==> config.mk <==
export PLATFORM = sky130hd
export DESIGN_NAME = sorted_priority_queue_flat
export DESIGN_NICKNAME = d
export VERILOG_FILES = /design/src/hdl/spq_pkg.sv /design/src/hdl/spq_in_if.sv /design/src/hdl/spq_out_if.sv /design/src/hdl/spq_ctrl.sv /design/src/hdl/spq_datapath.sv /design/src/hdl/sorted_priority_queue.sv /design/src/flat_wrapper.sv
export SDC_FILE = /design/constraint.sdc
export NUM_CORES = 2
export LEC_CHECK = 0
export ABC_AREA = 1
export BUFFER_PORTS_ARGS = -buffer_cell sky130_fd_sc_hd__buf_2
export CAP_MARGIN = 40
export CELL_PAD_IN_SITES_DETAIL_PLACEMENT = 1
export CELL_PAD_IN_SITES_GLOBAL_PLACEMENT = 2
export CORE_ASPECT_RATIO = 0.7
export CORE_MARGIN = 8
export CORE_UTILIZATION = 39
export CTS_BUF_LIST = sky130_fd_sc_hd__clkbuf_16
export DETAILED_ROUTE_END_ITERATION = 7
export PLACE_DENSITY_LB_ADDON = 0.1
export SLEW_MARGIN = 10
export SYNTH_ARGS = -nofsm -noshare
export SYNTH_HDL_FRONTEND = slang
export SYNTH_SLANG_ARGS = --single-unit
==> constraint.sdc <==
create_clock -name clk -period 6.6 [get_ports clk]
set_input_delay 0.99 -clock clk [delete_from_list [all_inputs] [get_ports clk]]
set_output_delay 0.99 -clock clk [all_outputs]
set_load 0.01 [all_outputs]
==> src/hdl/spq_pkg.sv <==
// Shared types and constants of the sorted priority queue.
`default_nettype none

package spq_pkg;

  localparam int DATA_W   = 32;
  localparam int COUNT_W  = 5;

  localparam logic signed [DATA_W-1:0] EMPTY_DATA = -32'sd1;

  // Request codes; the unused code is served as a read of the front entry
  typedef enum logic [1:0] {
    REQ_PUSH = 2'd0,
    REQ_POP  = 2'd1,
    REQ_READ = 2'd2
  } req_t;

  // Response status codes
  typedef enum logic [1:0] {
    ST_OK    = 2'd0,
    ST_EMPTY = 2'd1,
    ST_FULL  = 2'd2
  } status_t;

  // Controller states
  typedef enum logic {
    S_IDLE = 1'b0,
    S_HOLD = 1'b1
  } state_t;

  // Controller to datapath
  typedef struct packed {
    logic    exec;
    logic    push;
    logic    pop;
    status_t rsp_status;
  } spq_cmd_t;

  // Datapath to controller
  typedef struct packed {
    logic empty;
    logic full;
  } spq_stat_t;

endpackage

`default_nettype wire

==> src/hdl/spq_in_if.sv <==
// Request channel: valid/ready handshake with the request payload.
`default_nettype none

interface spq_in_if;
  logic                                valid;
  logic                                ready;
  logic [1:0]                          req_type;
  logic signed [spq_pkg::DATA_W-1:0]   item_data;
  logic signed [spq_pkg::DATA_W-1:0]   item_priority;

  modport source (output valid, req_type, item_data, item_priority, input ready);
  modport sink   (input valid, req_type, item_data, item_priority, output ready);
endinterface

`default_nettype wire

==> src/hdl/spq_out_if.sv <==
// Response channel: valid/ready handshake with the response payload.
`default_nettype none

interface spq_out_if;
  logic                                valid;
  logic                                ready;
  logic signed [spq_pkg::DATA_W-1:0]   front_data;
  logic                                front_valid;
  logic [spq_pkg::COUNT_W-1:0]         entry_count;
  logic [1:0]                          status;

  modport source (output valid, front_data, front_valid, entry_count, status, input ready);
  modport sink   (input valid, front_data, front_valid, entry_count, status, output ready);
endinterface

`default_nettype wire

==> src/hdl/spq_ctrl.sv <==
// Controller of the sorted priority queue: handshake and request decode.
`default_nettype none

module spq_ctrl (
  input  logic              clk,
  input  logic              rst_n,
  input  logic              in_valid,
  output logic              in_ready,
  input  logic [1:0]        req_type,
  output logic              out_valid,
  input  logic              out_ready,
  input  spq_pkg::spq_stat_t stat,
  output spq_pkg::spq_cmd_t  cmd
);

  spq_pkg::state_t state_r;
  spq_pkg::state_t state_nxt;

  // Hold the state
  always_ff @(posedge clk) begin
    if (!rst_n) begin
      state_r <= spq_pkg::S_IDLE;
    end else begin
      state_r <= state_nxt;
    end
  end

  // Decode the request and steer the response register
  always_comb begin
    in_ready       = (state_r == spq_pkg::S_IDLE) || out_ready;
    out_valid      = (state_r == spq_pkg::S_HOLD);
    cmd.exec       = in_valid && in_ready;
    cmd.push       = 1'b0;
    cmd.pop        = 1'b0;
    cmd.rsp_status = spq_pkg::ST_OK;
    case (spq_pkg::req_t'(req_type))
      spq_pkg::REQ_PUSH: begin
        cmd.push       = !stat.full;
        cmd.rsp_status = stat.full ? spq_pkg::ST_FULL : spq_pkg::ST_OK;
      end
      spq_pkg::REQ_POP: begin
        cmd.pop        = !stat.empty;
        cmd.rsp_status = stat.empty ? spq_pkg::ST_EMPTY : spq_pkg::ST_OK;
      end
      default: begin
        cmd.rsp_status = stat.empty ? spq_pkg::ST_EMPTY : spq_pkg::ST_OK;
      end
    endcase

    state_nxt = state_r;
    case (state_r)
      spq_pkg::S_IDLE: begin
        if (cmd.exec) state_nxt = spq_pkg::S_HOLD;
      end
      spq_pkg::S_HOLD: begin
        if (!cmd.exec && out_ready) state_nxt = spq_pkg::S_IDLE;
      end
      default: state_nxt = spq_pkg::S_IDLE;
    endcase
  end

endmodule

`default_nettype wire

==> src/hdl/spq_datapath.sv <==
// Datapath of the sorted priority queue: sorted cell array and response register.
`default_nettype none

module spq_datapath #(
  parameter int CAPACITY = 16
) (
  input  logic                                clk,
  input  logic                                rst_n,
  input  spq_pkg::spq_cmd_t                   cmd,
  output spq_pkg::spq_stat_t                  stat,
  input  logic signed [spq_pkg::DATA_W-1:0]   item_data,
  input  logic signed [spq_pkg::DATA_W-1:0]   item_priority,
  output logic signed [spq_pkg::DATA_W-1:0]   front_data,
  output logic                                front_valid,
  output logic [spq_pkg::COUNT_W-1:0]         entry_count,
  output logic [1:0]                          status
);

  localparam int CW = $clog2(CAPACITY + 1);

  logic signed [spq_pkg::DATA_W-1:0] prio_r   [CAPACITY];
  logic signed [spq_pkg::DATA_W-1:0] data_r   [CAPACITY];
  logic signed [spq_pkg::DATA_W-1:0] prio_nxt [CAPACITY];
  logic signed [spq_pkg::DATA_W-1:0] data_nxt [CAPACITY];
  logic [CAPACITY-1:0]               gt;
  logic [CW-1:0]                     cnt_r;
  logic [CW-1:0]                     cnt_nxt;
  logic [CW+spq_pkg::COUNT_W-1:0]    cnt_ext;

  logic signed [spq_pkg::DATA_W-1:0] front_data_r;
  logic                              front_valid_r;
  logic [spq_pkg::COUNT_W-1:0]       entry_count_r;
  spq_pkg::status_t                  status_r;

  // Per cell: compare and pick keep, insert or shift
  for (genvar g = 0; g < CAPACITY; g++) begin : g_cell
    assign gt[g] = (CW'(g) < cnt_r) && (prio_r[g] > item_priority);

    always_comb begin
      prio_nxt[g] = prio_r[g];
      data_nxt[g] = data_r[g];
      if (cmd.push) begin
        if (!gt[g]) begin
          if (g == 0) begin
            prio_nxt[g] = item_priority;
            data_nxt[g] = item_data;
          end else if (gt[(g == 0) ? 0 : g-1]) begin
            prio_nxt[g] = item_priority;
            data_nxt[g] = item_data;
          end else begin
            prio_nxt[g] = prio_r[(g == 0) ? 0 : g-1];
            data_nxt[g] = data_r[(g == 0) ? 0 : g-1];
          end
        end
      end else if (cmd.pop) begin
        if (g < CAPACITY-1) begin
          prio_nxt[g] = prio_r[(g < CAPACITY-1) ? g+1 : g];
          data_nxt[g] = data_r[(g < CAPACITY-1) ? g+1 : g];
        end
      end
    end
  end

  // Advance the count
  always_comb begin
    cnt_nxt = cnt_r;
    if (cmd.push) begin
      cnt_nxt = cnt_r + CW'(1);
    end else if (cmd.pop) begin
      cnt_nxt = cnt_r - CW'(1);
    end
    cnt_ext = {{spq_pkg::COUNT_W{1'b0}}, cnt_nxt};
  end

  assign stat.empty = (cnt_r == '0);
  assign stat.full  = (cnt_r == CW'(CAPACITY));

  // Hold the cell array
  always_ff @(posedge clk) begin
    if (cmd.exec) begin
      for (int i = 0; i < CAPACITY; i++) begin
        prio_r[i] <= prio_nxt[i];
        data_r[i] <= data_nxt[i];
      end
    end
  end

  // Hold the count
  always_ff @(posedge clk) begin
    if (!rst_n) begin
      cnt_r <= '0;
    end else if (cmd.exec) begin
      cnt_r <= cnt_nxt;
    end
  end

  // Load the response register
  always_ff @(posedge clk) begin
    if (cmd.exec) begin
      front_valid_r <= (cnt_nxt != '0);
      front_data_r  <= (cnt_nxt != '0) ? data_nxt[0] : spq_pkg::EMPTY_DATA;
      entry_count_r <= cnt_ext[spq_pkg::COUNT_W-1:0];
      status_r      <= cmd.rsp_status;
    end
  end

  assign front_data  = front_data_r;
  assign front_valid = front_valid_r;
  assign entry_count = entry_count_r;
  assign status      = status_r;

endmodule

`default_nettype wire

==> src/hdl/sorted_priority_queue.sv <==
// Top level of the sorted priority queue.
//
//   channel   modport  carries
//   in_req    sink     req_type, item_data, item_priority
//   out_rsp   source   front_data, front_valid, entry_count, status
//
// One request per cycle unless stalled by out_rsp: the whole cell array
// compares against the new priority in parallel and shifts in the same cycle
// the request is taken. Its response is registered for the next cycle.
// A new request is taken while the response waits if out_rsp.ready is high.
// Synchronous active-low reset empties the queue; the cells are not cleared.
`default_nettype none

module sorted_priority_queue #(
  parameter int CAPACITY = 16
) (
  input  logic       clk,
  input  logic       rst_n,
  spq_in_if.sink     in_req,
  spq_out_if.source  out_rsp
);

  spq_pkg::spq_cmd_t  cmd;
  spq_pkg::spq_stat_t stat;
  logic [1:0]         dp_status;

  spq_ctrl u_ctrl (
    .clk       (clk),
    .rst_n     (rst_n),
    .in_valid  (in_req.valid),
    .in_ready  (in_req.ready),
    .req_type  (in_req.req_type),
    .out_valid (out_rsp.valid),
    .out_ready (out_rsp.ready),
    .stat      (stat),
    .cmd       (cmd)
  );

  spq_datapath #(
    .CAPACITY (CAPACITY)
  ) u_datapath (
    .clk           (clk),
    .rst_n         (rst_n),
    .cmd           (cmd),
    .stat          (stat),
    .item_data     (in_req.item_data),
    .item_priority (in_req.item_priority),
    .front_data    (out_rsp.front_data),
    .front_valid   (out_rsp.front_valid),
    .entry_count   (out_rsp.entry_count),
    .status        (dp_status)
  );

  assign out_rsp.status = dp_status;

endmodule

`default_nettype wire
==> src/flat_wrapper.sv <==
// flat-port wrapper written by rule: the top's interface ports become plain ports
module sorted_priority_queue_flat 
#(
  parameter int CAPACITY = 16
)
  (clk, rst_n, in_req_valid, in_req_req_type, in_req_item_data, in_req_item_priority, in_req_ready, out_rsp_valid, out_rsp_front_data, out_rsp_front_valid, out_rsp_entry_count, out_rsp_status, out_rsp_ready);
  spq_in_if in_req_i ();
  spq_out_if out_rsp_i ();
  input  logic clk;
  input  logic rst_n;
  input wire logic [$bits(in_req_i.valid)-1:0] in_req_valid;
  input wire logic [$bits(in_req_i.req_type)-1:0] in_req_req_type;
  input wire logic [$bits(in_req_i.item_data)-1:0] in_req_item_data;
  input wire logic [$bits(in_req_i.item_priority)-1:0] in_req_item_priority;
  output wire logic [$bits(in_req_i.ready)-1:0] in_req_ready;
  output wire logic [$bits(out_rsp_i.valid)-1:0] out_rsp_valid;
  output wire logic [$bits(out_rsp_i.front_data)-1:0] out_rsp_front_data;
  output wire logic [$bits(out_rsp_i.front_valid)-1:0] out_rsp_front_valid;
  output wire logic [$bits(out_rsp_i.entry_count)-1:0] out_rsp_entry_count;
  output wire logic [$bits(out_rsp_i.status)-1:0] out_rsp_status;
  input wire logic [$bits(out_rsp_i.ready)-1:0] out_rsp_ready;
  assign in_req_i.valid = in_req_valid;
  assign in_req_i.req_type = in_req_req_type;
  assign in_req_i.item_data = in_req_item_data;
  assign in_req_i.item_priority = in_req_item_priority;
  assign in_req_ready = in_req_i.ready;
  assign out_rsp_valid = out_rsp_i.valid;
  assign out_rsp_front_data = out_rsp_i.front_data;
  assign out_rsp_front_valid = out_rsp_i.front_valid;
  assign out_rsp_entry_count = out_rsp_i.entry_count;
  assign out_rsp_status = out_rsp_i.status;
  assign out_rsp_i.ready = out_rsp_ready;
  sorted_priority_queue #(.CAPACITY(CAPACITY)) u_core (.clk(clk), .rst_n(rst_n), .in_req(in_req_i), .out_rsp(out_rsp_i));
endmodule
## Word level (Yosys, flattened, before mapping)

Memories as Yosys holds them, arrays and structs flattened.
Index checks and enable logic that the tools add are counted.
Widths: inputs -> output; s select.

| word-level totals | value |
|---|---|
| register bits after elaboration | 46 |
| memory bits (writable) | 1,024 |
| input port bits | 70 |
| output and inout bits | 42 |
| logic and storage cells | 205 |
| memories kept | 2 |

| cells by class | value |
|---|---|
| add/sub/neg operators | 2 |
| order comparisons | 32 |
| eq/ne operators | 2 |
| multiplexer cells | 135 |
| bitwise gates (word level) | 1 |
| reductions and logical operators | 25 |

Memory list:

| name | depth | bits a word | read ports | clocked after Yosys merged registers in | wr ports | line | RTL |
|---|---|---|---|---|---|---|---|
| u_core.u_datapath.data_r | 16 | 32 | 16 | 0 | 16 | spq_datapath.sv:22 | `logic signed [spq_pkg::DATA_W-1:0] data_r [CAPACITY];` |
| u_core.u_datapath.prio_r | 16 | 32 | 16 | 0 | 16 | spq_datapath.sv:21 | `logic signed [spq_pkg::DATA_W-1:0] prio_r [CAPACITY];` |

Operator list:

| cell | number |
|---|---|
| $mux 32 | 124 |
| $gt 32x32->1 | 16 |
| $lt 4x5->1 const A | 8 |
| $lt 3x5->1 const A | 4 |
| $logic_and 1x1->1 | 18 |
| $lt 1x5->1 const A | 2 |
| $lt 2x5->1 const A | 2 |
| $mux 5 | 2 |
| $mux 1 | 6 |
| $add 5x1->5 const B | 1 |
| $eq 5x5->1 const B | 1 |
| $logic_not 5->1 | 1 |
| $reduce_bool 5->1 | 1 |
| $sub 5x1->5 const B | 1 |
| $mux 2 | 2 |
| $logic_not 1->1 | 3 |
| $eq 2x1->1 const B | 1 |
| $logic_not 2->1 | 1 |
| $pmux 1 s2 | 1 |
| $logic_or 1x1->1 | 1 |
| $not 1->1 | 1 |

## Depth between registers and ports, before layout

| logic depth | value |
|---|---|
| depth after elaboration | 7 |
| mapped depth | 20 |
| mapped depth without buffers | 18 |

## Cells and area by module

From an unflattened synthesis, not the netlist that was laid out.

| unflattened totals | value |
|---|---|
| cells, all modules | 9,365 |
| area, all modules | 72,867.4 um^2 |

Modules (own cells, without submodules):

| module | times used | cells each | area an instance (um^2) | seq. area each (um^2) |
|---|---|---|---|---|
| spq_datapath | 1 | 9,350 | 72,786.1 | 32,050.7 |
| spq_ctrl | 1 | 15 | 81.3 | 20.0 |

## Worst setup path before layout

Ideal clock, no wire load.

| timing | value |
|---|---|
| kind | in2reg |
| from | input in_req_item_priority[21] |
| to | memory u_core.u_datapath.data_r[0][100] (netlist name), enable pin |
| library setup time | 0.418 ns |
| arrival | 4.530 ns |
| required time | 6.182 ns |
| path slack | 1.652 ns |
| stages | 14 |
| path buffers | 3 |
| cell sequence | inv_1 > clkbuf_1 > ha_1 > a21oi_1 > nor2_1 > nor3_1 > nand2_1 > a21oi_1 > nand3_1 > nand3_1 > buf_2 > buf_2 > o21ai_0 > inv_1 |

RTL lines:

| item | line | RTL |
|---|---|---|
| start: declaration | flat_wrapper.sv:14 | `input wire logic [$bits(in_req_i.item_priority)-1:0] in_req_item_priority;` |
| end: declaration | spq_datapath.sv:22 |  |

==> metrics.md <==
| Metric | Value |
|---|---|
| Status | finished clean |
| Iteration-0 DRC Markers | 6375 |
| Post-CTS Setup Inserts | 0 |
| CP max stage delay | 570 ps |
| Post-route minimum period | 4787 ps |
| Synth Cell Area | 73060 sq um |
| H-tree levels | 4 |
| CTS root buffer | clkbuf_16 |
| Worst Path Max Fanout | 38 |
| Fin. Hold Viols | 0 |
| Placed cell area | 76650 sq um |
| Final ANT Viol Nets | 0 |
| Post-CTS Hold Fix Bufs | 0 |
| CP required | 7050 ps |
| Ys Warns | 0 |
| Clock Pin Slew Worst Setup and Hold Paths | 60 ps |
| Slowest-stage cell, CP | inv_2 |
| Dpl hpwl | 198.3 mm |
| Total power | 20.35 mW |
| Switching power | 6.997 mW |
| Cell type with the largest total area after synthesis | edfxtp_1 |
| Vias in the first global route | 66620 |
| Vias | 66750 |
| CTS buffer count | 130 |
| # IOs | 112 |
| F_max | 208.9 MHz |
| Worst vdd ir | 256.5 uV |
| Final setup fails | 0 |
| Share of post-route cells with drive strength above 1 | 6.514% |
| Initial Utilization | 39.09% |
| First-pass GRT wire length | 435.2 mm |
| Syn_nets | 9984 |
| Fin crit share | 72.53% |
| Placed Cells | 11530 |
| Number of synthesized flops with an enable pin | 1064 |
| Comb power frac | 23.1% |
| Most frequent cell after synthesis | nand2_1 |
| Initial antenna violation count | 11 |
| GR Overflow Total | 0 |
| CTS resizes | 0 |
| Final wirelength | 285.5 mm |
| Area of the multi-input gates | 34170 sq um |
| Final routed DRC violation total | 0 |
| Placer Congestion | 0.8746 |
| Seq/Total Area, Yosys | 43.90% |
| Fill cell count | 22630 |
| Hold_sp | in_req_valid |
| Non-filler cells, final | 11770 |
| Die height | 378.1 microns |
| Commonest cells post-synth | nand2_1, inv_1, edfxtp_1, nand3_1, nand4_1 |
| Crit-path most repeated cell | nand2_1 |
| WHS | 480.5 ps |
| Hold Path Class | in -> reg |
| WL/cell | 24.25 microns |
| Lkg Pwr | 38.22 nW |
| CP Class | in -> reg |
| Largest net degree at the start of global routing | 185 |
| Setup_tns | 0 ps |
| Clock buffer depth | 3 |
| Clk sinks | 1070 |
| Pwr/cell area | 251.7 nW/um^2 |
| Relative slew slack | 33.30% |
| Worst setup startpoint | in_req_item_priority[31] |
| Slew @ Worst Pin | 1001 ps |
| Count of cell types in the netlist | 39 |
| Design area | 80850 sq um |
| Area grow syn2layout | 10.66% |
| Internal Power | 13.36 mW |
| RSZ-0062 raised after global routing | false |
| Layout Nets | 9751 |
| Reg area | 32070 sq um |
| Die Width | 533.3 microns |
| FFs w/ async S/R, synth | 0% |
| Worst-Skew Late Latency | 780 ps |
| Top cells by area, synth | edfxtp_1, nand2_1, ha_1, nand4_1, nand3_1 |
| Flops & latches, synth | 1070 |
| Final Core Density | 43.26% |
| Clk_skew | 36.20 ps |
| Slew Limit Fails | 0 |
| Critical Path End Type | flip-flop |
| Top-area cell type share of the netlist area | 43.73% |
| Vias per cell | 5.670 |
| Worst slack, placed | 1105 ps |
| FF-to-FF Start | u_core.u_datapath.prio_r[1][207] |
| CTS tree | done |
| Critical Path, Cell by Cell | buf_2, inv_1, buf_4, ha_1, nand2_1, nor2_1, nand2_1, nor3_1, buf_4, o21ai_0, nand2_1, nand2_1, nand4_1, nand2_1, inv_2, buf_12 |
| Drt first pass iters | 5 |
| Worst Setup Slack, final | 1813 ps |
| Cells after Synth | 9399 |
| Syn_area_per_cell | 7.773 sq um |
| Switching Fraction | 34.38% |
| Port buffer count | 111 |
| Die Area | 201700 sq um |
| Max-cap violations | 0 |
| Share of total power in sequential cells | 41.6% |
| Core footprint | 186900 sq um |
| Crit path launch type | input pin |
| Critical path arrival | 5240 ps |
| Gr usage total | 27.40% |
| Top FF cell, synth | edfxtp_1 |
| # rows | 133 |
| Clock power share | 35.3% |
-- cell families (layout without fill, tap and decap cells) --
logic type	Yosys count	count (layout)	synth area share, %
xor+xnor	3	3	0.03597
simple gates	5404	5404	32.76
compound gates	626	626	4.655
fa+ha+maj	515	515	8.820
other cells	0	4	0
flops	1070	1070	43.90
buf+inv	1781	1654	9.837
-- power by group through the flow --
stage	sequential, mW	clock (mW)	combinational (mW)
floorplan	8.45	0	3.06
global placement	8.58	0	4.40
detailed placement	8.59	0	4.63
CTS	8.44	7.31	4.65
global route	8.49	7.53	5.19
finish	8.46	7.18	4.71
-- registers in the layout (all words and copies together) (netlist names) --
name	count
u_core.u_ctrl.out_valid	1
u_core.u_datapath.cnt_r	5
u_core.u_datapath.data_r	512
u_core.u_datapath.entry_count	5
u_core.u_datapath.front_data	32
u_core.u_datapath.front_valid	1
u_core.u_datapath.prio_r	512
u_core.u_datapath.status	2
-- path summary, 6_finish.rpt --
kind | slack, ps | endpoint | cells past startpoint
setup / recovery | 1810 | u_core.u_datapath.data_r[1][209] | 16
setup reg to reg | 2320 | u_core.u_datapath.data_r[1][209] | 13
hold / removal | 480 | u_core.u_ctrl.out_valid | 3
hold reg to reg | 510 | u_core.u_ctrl.out_valid | 2
-- area by class of cell --
cell class | count | share of cell area (%)
diodes | 4 | 0.01238
clock buffers | 131 | 4.055
clock inverters | 107 | 0.9843
inverters | 1085 | 5.048
multi-input cells | 6548 | 42.27
flip-flops and latches | 1070 | 39.67
well taps | 2497 | 3.864
repair buffers | 331 | 4.098
-- placed cells by master, fill, tap and decap left out, types with 5 or more instances in the layout --
cell / count
o21a_1: 33
inv_6: 5
buf_4: 148
clkinv_1: 28
and3_1: 8
nor3_1: 14
clkbuf_16: 131
a21oi_1: 256
buf_2: 112
bufinv_16: 7
nand3_1: 920
o21ai_0: 190
nand4_1: 905
dfxtp_1: 6
o21bai_1: 17
buf_16: 32
clkinv_2: 18
o21ai_1: 68
nand2_1: 3279
inv_2: 21
a21oi_4: 5
nand3_2: 27
edfxtp_1: 1064
a21o_1: 8
o211ai_1: 34
nand2_2: 19
nor2_1: 209
inv_1: 1101
buf_12: 35
ha_1: 515
nor4_2: 12
-- worst max-delay path: cells and delay by family --
family                   cells  cell delay, ps
AO/OA/AOI/OAI                1             180
adder cells (fa/ha/maj)      1             460
buffers and inverters        6            2060
AND/OR/NAND/NOR              8            1450
-- per-layer routing --
| metal | vias up | share of wire (%) | global-route usage, % |
|---|---|---|---|
| li1 | 31350 | - | - |
| met1 | 33090 | 54 | 45.34 |
| met2 | 2058 | 38 | 36.85 |
| met3 | 252 | 6.8 | 4.386 |
| met4 | 6 | 1.5 | 4.795 |
| met5 | - | 0.016 | 0 |
No activity file was read; power rests on OpenSTA's default activity.
